`src/rtl/core/gsom_pkg.sv`:
```
`timescale 1ns / 1ps
// gsom_pkg: shared types, codes and defaults for the grid slot occupancy map
// used by gsom_ctrl, gsom_datapath and grid_slot_occupancy_map_top
package gsom_pkg;

  // default grid limits and count width
  localparam int DefMaxX       = 64;
  localparam int DefMaxY       = 16;
  localparam int DefMaxZ       = 8;
  localparam int DefCountWidth = 32;

  // configuration register widths and reset values
  localparam int XSizeW = 7;
  localparam int YSizeW = 5;
  localparam int ZSizeW = 4;
  localparam int CfgIdxW  = 2;
  localparam int CfgDataW = 7;
  localparam logic [XSizeW-1:0] XSizeRst = 7'd64;
  localparam logic [YSizeW-1:0] YSizeRst = 5'd16;
  localparam logic [ZSizeW-1:0] ZSizeRst = 4'd8;

  // register indexes
  localparam logic [CfgIdxW-1:0] REG_GRID_X = 2'd0;
  localparam logic [CfgIdxW-1:0] REG_GRID_Y = 2'd1;
  localparam logic [CfgIdxW-1:0] REG_GRID_Z = 2'd2;

  // input fields
  localparam int ModeW   = 2;
  localparam int CoordXW = 6;
  localparam int CoordYW = 4;
  localparam int CoordZW = 3;
  localparam int InDataW = 16;

  // output fields
  localparam int UseCountW = 32;
  localparam int StatusW   = 2;
  localparam int OutDataW  = 40;

  // request modes
  localparam logic [ModeW-1:0] MODE_ALLOC = 2'd0;
  localparam logic [ModeW-1:0] MODE_FREE  = 2'd1;
  localparam logic [ModeW-1:0] MODE_QUERY = 2'd2;

  // result status codes
  localparam logic [StatusW-1:0] STAT_OK        = 2'd0;
  localparam logic [StatusW-1:0] STAT_DOUBLE    = 2'd1;
  localparam logic [StatusW-1:0] STAT_NOT_ALLOC = 2'd2;
  localparam logic [StatusW-1:0] STAT_RANGE     = 2'd3;

  typedef enum logic [5:0] {
    ST_CLEAR  = 6'b000001,
    ST_IDLE   = 6'b000010,
    ST_PROD   = 6'b000100,
    ST_IDX    = 6'b001000,
    ST_READ   = 6'b010000,
    ST_UPDATE = 6'b100000
  } ctrl_state_e;

  typedef struct packed {
    logic in_ready;
    logic load_in;
    logic clr_step;
    logic calc_prod;
    logic calc_idx;
    logic mem_read;
    logic update;
  } ctrl_cmd_t;

  typedef struct packed {
    logic clr_done;
    logic out_free;
  } ctrl_sts_t;

endpackage

```
`src/rtl/core/gsom_ctrl.sv`:
```
`timescale 1ns / 1ps
// gsom_ctrl: sequencer for the clearing pass and the per-request
// read-modify-write steps; depends on gsom_pkg
module gsom_ctrl (
  input  logic                  clk_i,
  input  logic                  rst_ni,
  input  logic                  in_valid_i,
  input  gsom_pkg::ctrl_sts_t   sts_i,
  output gsom_pkg::ctrl_cmd_t   cmd_o
);
  import gsom_pkg::*;

  ctrl_state_e state_q, state_d;
  ctrl_cmd_t   cmd;

  always_comb begin
    state_d = state_q;
    cmd     = '0;
    unique case (state_q)
      ST_CLEAR: begin
        cmd.clr_step = 1'b1;
        if (sts_i.clr_done) state_d = ST_IDLE;
      end
      ST_IDLE: begin
        cmd.in_ready = 1'b1;
        if (in_valid_i) begin
          cmd.load_in = 1'b1;
          state_d     = ST_PROD;
        end
      end
      ST_PROD: begin
        cmd.calc_prod = 1'b1;
        state_d       = ST_IDX;
      end
      ST_IDX: begin
        cmd.calc_idx = 1'b1;
        state_d      = ST_READ;
      end
      ST_READ: begin
        cmd.mem_read = 1'b1;
        state_d      = ST_UPDATE;
      end
      ST_UPDATE: begin
        if (sts_i.out_free) begin
          cmd.update = 1'b1;
          state_d    = ST_IDLE;
        end
      end
      default: state_d = ST_CLEAR;
    endcase
  end

  always_ff @(posedge clk_i or negedge rst_ni) begin
    if (!rst_ni) begin
      state_q <= ST_CLEAR;
    end else begin
      state_q <= state_d;
    end
  end

  assign cmd_o = cmd;

  a_update_needs_slot: assert property (@(posedge clk_i) disable iff (!rst_ni)
    cmd.update |-> sts_i.out_free)
    else $error("result written while output slot busy");

  a_clear_ends_idle: assert property (@(posedge clk_i) disable iff (!rst_ni)
    (state_q == ST_CLEAR) && sts_i.clr_done |=> (state_q == ST_IDLE))
    else $error("clearing pass did not end in idle");

  a_load_then_prod: assert property (@(posedge clk_i) disable iff (!rst_ni)
    cmd.load_in |=> (state_q == ST_PROD))
    else $error("accepted beat not followed by index step");

  a_update_then_idle: assert property (@(posedge clk_i) disable iff (!rst_ni)
    cmd.update |=> (state_q == ST_IDLE) && !cmd.clr_step)
    else $error("update not followed by idle");

endmodule

```
`config.mk`:
```
export PLATFORM = sky130hd
export DESIGN_NAME = gsom_ctrl
export DESIGN_NICKNAME = d
export VERILOG_FILES = /design/src/rtl/core/gsom_pkg.sv /design/src/rtl/core/gsom_ctrl.sv
export SDC_FILE = /design/constraint.sdc
export NUM_CORES = 1
export LEC_CHECK = 0
export BUFFER_PORTS_ARGS = -buffer_cell sky130_fd_sc_hd__buf_2
export CORE_AREA = 2 2 39 41
export CTS_CLUSTER_SIZE = 20
export DETAILED_ROUTE_END_ITERATION = 10
export DIE_AREA = 0 0 41 43
export HOLD_SLACK_MARGIN = 0.06
export PLACE_DENSITY_LB_ADDON = 0.08
export SYNTH_ARGS = -nofsm -noshare
export SYNTH_HDL_FRONTEND = slang
export SYNTH_SLANG_ARGS = --single-unit
```
`constraint.sdc`:
```
create_clock -name clk_i -period 1.6 [get_ports clk_i]
set_clock_uncertainty 0.05 [all_clocks]
set_input_delay 0.16 -clock clk_i [delete_from_list [all_inputs] [get_ports clk_i]]
set_output_delay 0.16 -clock clk_i [all_outputs]
set_load 0.02 [all_outputs]
```
# [Word level (Yosys, flattened, before mapping)]
# Index checks and enable logic that the tools add are counted.
[word_totals] reg_bits=6 inputBits=5 elab_cells=23
[op_classes] eq_ne=9 n_reduce_logical=1 mux=12
[ops] cell="$pmux 6 s6" count=1
[ops] cell="$mux 6" count=3
[ops] cell="$mux 1" count=7
[ops] cell="$eq 6x1->1 const B" count=1
[ops] cell="$eq 6x2->1 const B" count=1
[ops] cell="$eq 6x3->1 const B" count=1
[ops] cell="$eq 6x4->1 const B" count=1
[ops] cell="$eq 6x5->1 const B" count=1
[ops] cell="$eq 6x6->1 const B" count=1
[ops] cell="$ne 2x2->1 const B" count=3
[ops] cell="$reduce_and 3->1" count=1
[ops] cell="$mux 2" count=1

# [Depth between registers and ports, before layout]
[depth] word_depth=3 depth_mapped=5 depth_no_buf=4

# [Least setup slack after synthesis]
# Ideal clock, no wire load.
[synth_timing] kind="reg2out" startpoint="register state_q[2]" endpoint="output cmd_o[5] (netlist bit)" required_time_ps=1390 t_arrival_ps=1487 stages_incl_launch_ff=6 setup_slack_ps=-97 cell_sequence="dfrtp_1 buf_2 nor2_1 nand2_1 nor4_2 and2_1"
[synth_lines] item="from (decl)" line="gsom_ctrl.sv:13" rtl="ctrl_state_e state_q, state_d;"
[synth_lines] item="from (signal assigned)" line="gsom_ctrl.sv:57" rtl="state_q <= state_d;"
[synth_lines] item="to (decl)" line="gsom_ctrl.sv:9" rtl="output gsom_pkg::ctrl_cmd_t cmd_o"

==> out/qor.txt <==
CTS tree = yes
fin. max-slew vios = 0
core region area = 1380 um2
Finished Layout Cells = 79
number of cell rows = 14
maximum fanout along the worst path = 8
Post-synth EDFFs = 0
post-synthesis simple-gate area fraction = 39.0%
final hold viol count = 0
clk slew on worst S/H paths = 0.04 ns
vias per cell = 5.08
final setup vio count = 0
layout cell share with drive strength beyond 1 = 50.8%
clk sinks = 6
largest net degree at the start of global routing = 9
post-synthesis adder-cell area fraction = 0%
Chip Height = 43 um
post-synthesis compound-gate area fraction = 12.7%
Worst R2R Start = state_q[4]
Crit-path slowest cell = dfrtp_2
global-route wire length before repair = 1.49 mm
Skew-Pair Late Insertion Delay = 0.26 ns
HP Start = in_valid_i
area leader, netlist = dfrtp_1
flop2flop setup slack = 0.13 ns
post-synth cell types = 22
most numerous cell in the Yosys netlist = nor2_1
vias after detailed routing = 401
max FFs per register = 6
fin crit share = 99.0%
#FFs+latches synth = 6
synthesized area per cell = 8.53 um2
post-synthesis xor/xnor area fraction = 2.33%
status = finished clean
Buffers on Ports = 11
Max H-tree Level = 1
Largest stage delay, worst path = 0.45 ns
syn nets = 49
power density over cell area = 1280 nW/um2
Worst Path Arrival = 1.37 ns
Synth Instances = 44
main combinational cell family by area after synthesis = simple AND/OR/NAND/NOR gates
diode count = 0
GPL Wtd Cong = 0.740
CTS buffer count = 3
Slew HR = 77.4%
maximum vdd ir drop = 0.582 mV
ANT nets after route = 0
hpwl dp = 736 um
worst-path cell chain = nor2_1, nand2_1, nor4_2, buf_4
maximum clock path buffer count = 2
multiplexer share of the synthesized area = 0%
Residual DRC = 0
vias in the first global route = 359
remaining global-route overflow = 0
nets = 69
Worst Setup End Kind = primary output
Period minus WS final = 1.58 ns
die area = 1760 um2
Yosys warnings = 0
Leakage Power = 0.250 nW
fmax = 0.631 GHz
Worst Tran Pin Value = 0.336 ns
Main synth FF type = dfrtp_1
Die W = 41 um
Syn-to-layout area delta = 50.0%
routed len/inst = 12.9 um
setup TNS = 0 ns
Largest regs = state_q (6)
top post-synthesis cells by area = dfrtp_1, nor3b_1, dfstp_2
Starting Density = 27.1%
Top reg by flops = state_q
register area share after synthesis = 40.3%
crit path kind = reg -> out
crit path launch = state_q[1]
root buffer cell = clkbuf_4
Max-cap violations = 0
leading cell types by count after synthesis = nor2_1, dfrtp_1, a21oi_1, nand2_1, nor3b_1
Worst setup SP type = flop
GRT Total Usage = 13.1%
Filler cells = 150
Yosys top cell area share = 33.3%
RSZ-0062 raised after global routing = yes
Placed Cells = 70
Starting DRT DRC Count = 7
worst path required time = 1.39 ns
type of the worst min-delay path = in -> reg
antenna violations before repair = 0
fraction of registers with async set/reset = 100%
drt pass-1 iters = 4
Mapped Area = 375 um2
final WL = 1.02 mm
I/O Pins = 12
==> report_power, final <==
part / internal, W / switching [W] / leakage, nW / total [W]
Sequential: 0.000194 / 0.0000532 / 0.0744 / 0.000247
Clock: 0.0000954 / 0.0000696 / 0.0150 / 0.000165
Combinational: 0.000137 / 0.000170 / 0.160 / 0.000307
Total: 0.000426 / 0.000293 / 0.250 / 0.000720
==> stage by stage <==
stage | total power (W) | utilization [%] | hold WS, ns | setup slack [ns] | area (um2)
6_report | 0.000720 | 40.7 | 0.0933 | 0.0158 | 563
5_1_grt | 0.000766 | 40.7 | 0.110 | -0.0829 | 563
4_1_cts | 0.000698 | 37.3 | 0.0880 | -0.0273 | 517
3_5_place_dp | 0.000526 | 33.3 | -0.0539 | 0.216 | 460
3_3_place_gp | 0.000520 | 33.3 | -0.0594 | 0.219 | 460
2_1_floorplan | 0.000441 | - | -0.186 | 0.0360 | 384
==> final cells by class <==
type | instances | area [um2] | area share (%)
inverter | 2 | 7.51 | 1.33
multi-input combinational | 33 | 233 | 41.3
clock buffer | 4 | 26.3 | 4.67
sequential | 6 | 155 | 27.6
tap | 16 | 20.0 | 3.56
timing repair buffer | 18 | 121 | 21.6
==> worst max-delay path, delay by kind of cell, from the launching register on <==
family,cells,cell delay (ns)
and+or+nand+nor,3,0.50
buffers and inverters,1,0.19
DFF,1,0.45
==> worst paths after layout <==
kind	endpoint	cells past startpoint
worst max-delay path	cmd_o[0]	4
worst min-delay path	state_q[2]	2
worst max register to register	state_q[0]	6
worst min register to register	state_q[0]	2
max in group asynchronous	state_q[0]	2
min in group asynchronous	state_q[3]	2
==> what timing repair did <==
action | 4_1_cts | 5_1_grt
setup endpoints to repair | 4 | 5
pin swaps | 0 | 1
endpoints found under the hold margin | 6 | 0
hold buffers | 1 | 0
gates resized for setup | 3 | 10
setup buffers | 2 | 2
==> layout by cell type, fill, tap and decap left out, types with 2 or more instances in the layout <==
cell type,instances
a21oi_1,4
and2_1,2
buf_2,8
buf_4,8
clkbuf_4,3
dfrtp_1,2
dfrtp_2,3
inv_1,2
nand2_1,2
nand2_2,2
nor2_1,4
nor2_2,2
nor3b_1,3
o21ai_0,2
==> per-layer routing <==
layer  routed length [um]  global-route usage, %
met5                    0                      0
met4                    0                   12.0
met3                   33                   1.57
met2                  567                   20.0
met1                  420                   14.7
==> kinds of logic after synthesis <==
kind of cell | Yosys count
xor gates and xnor gates | 1
DFF | 6
and+or+nand+nor | 24
buffers and inverters | 5
AOI/OAI and AO/OA | 8
Note: power is estimated with default switching activity, not from simulation.
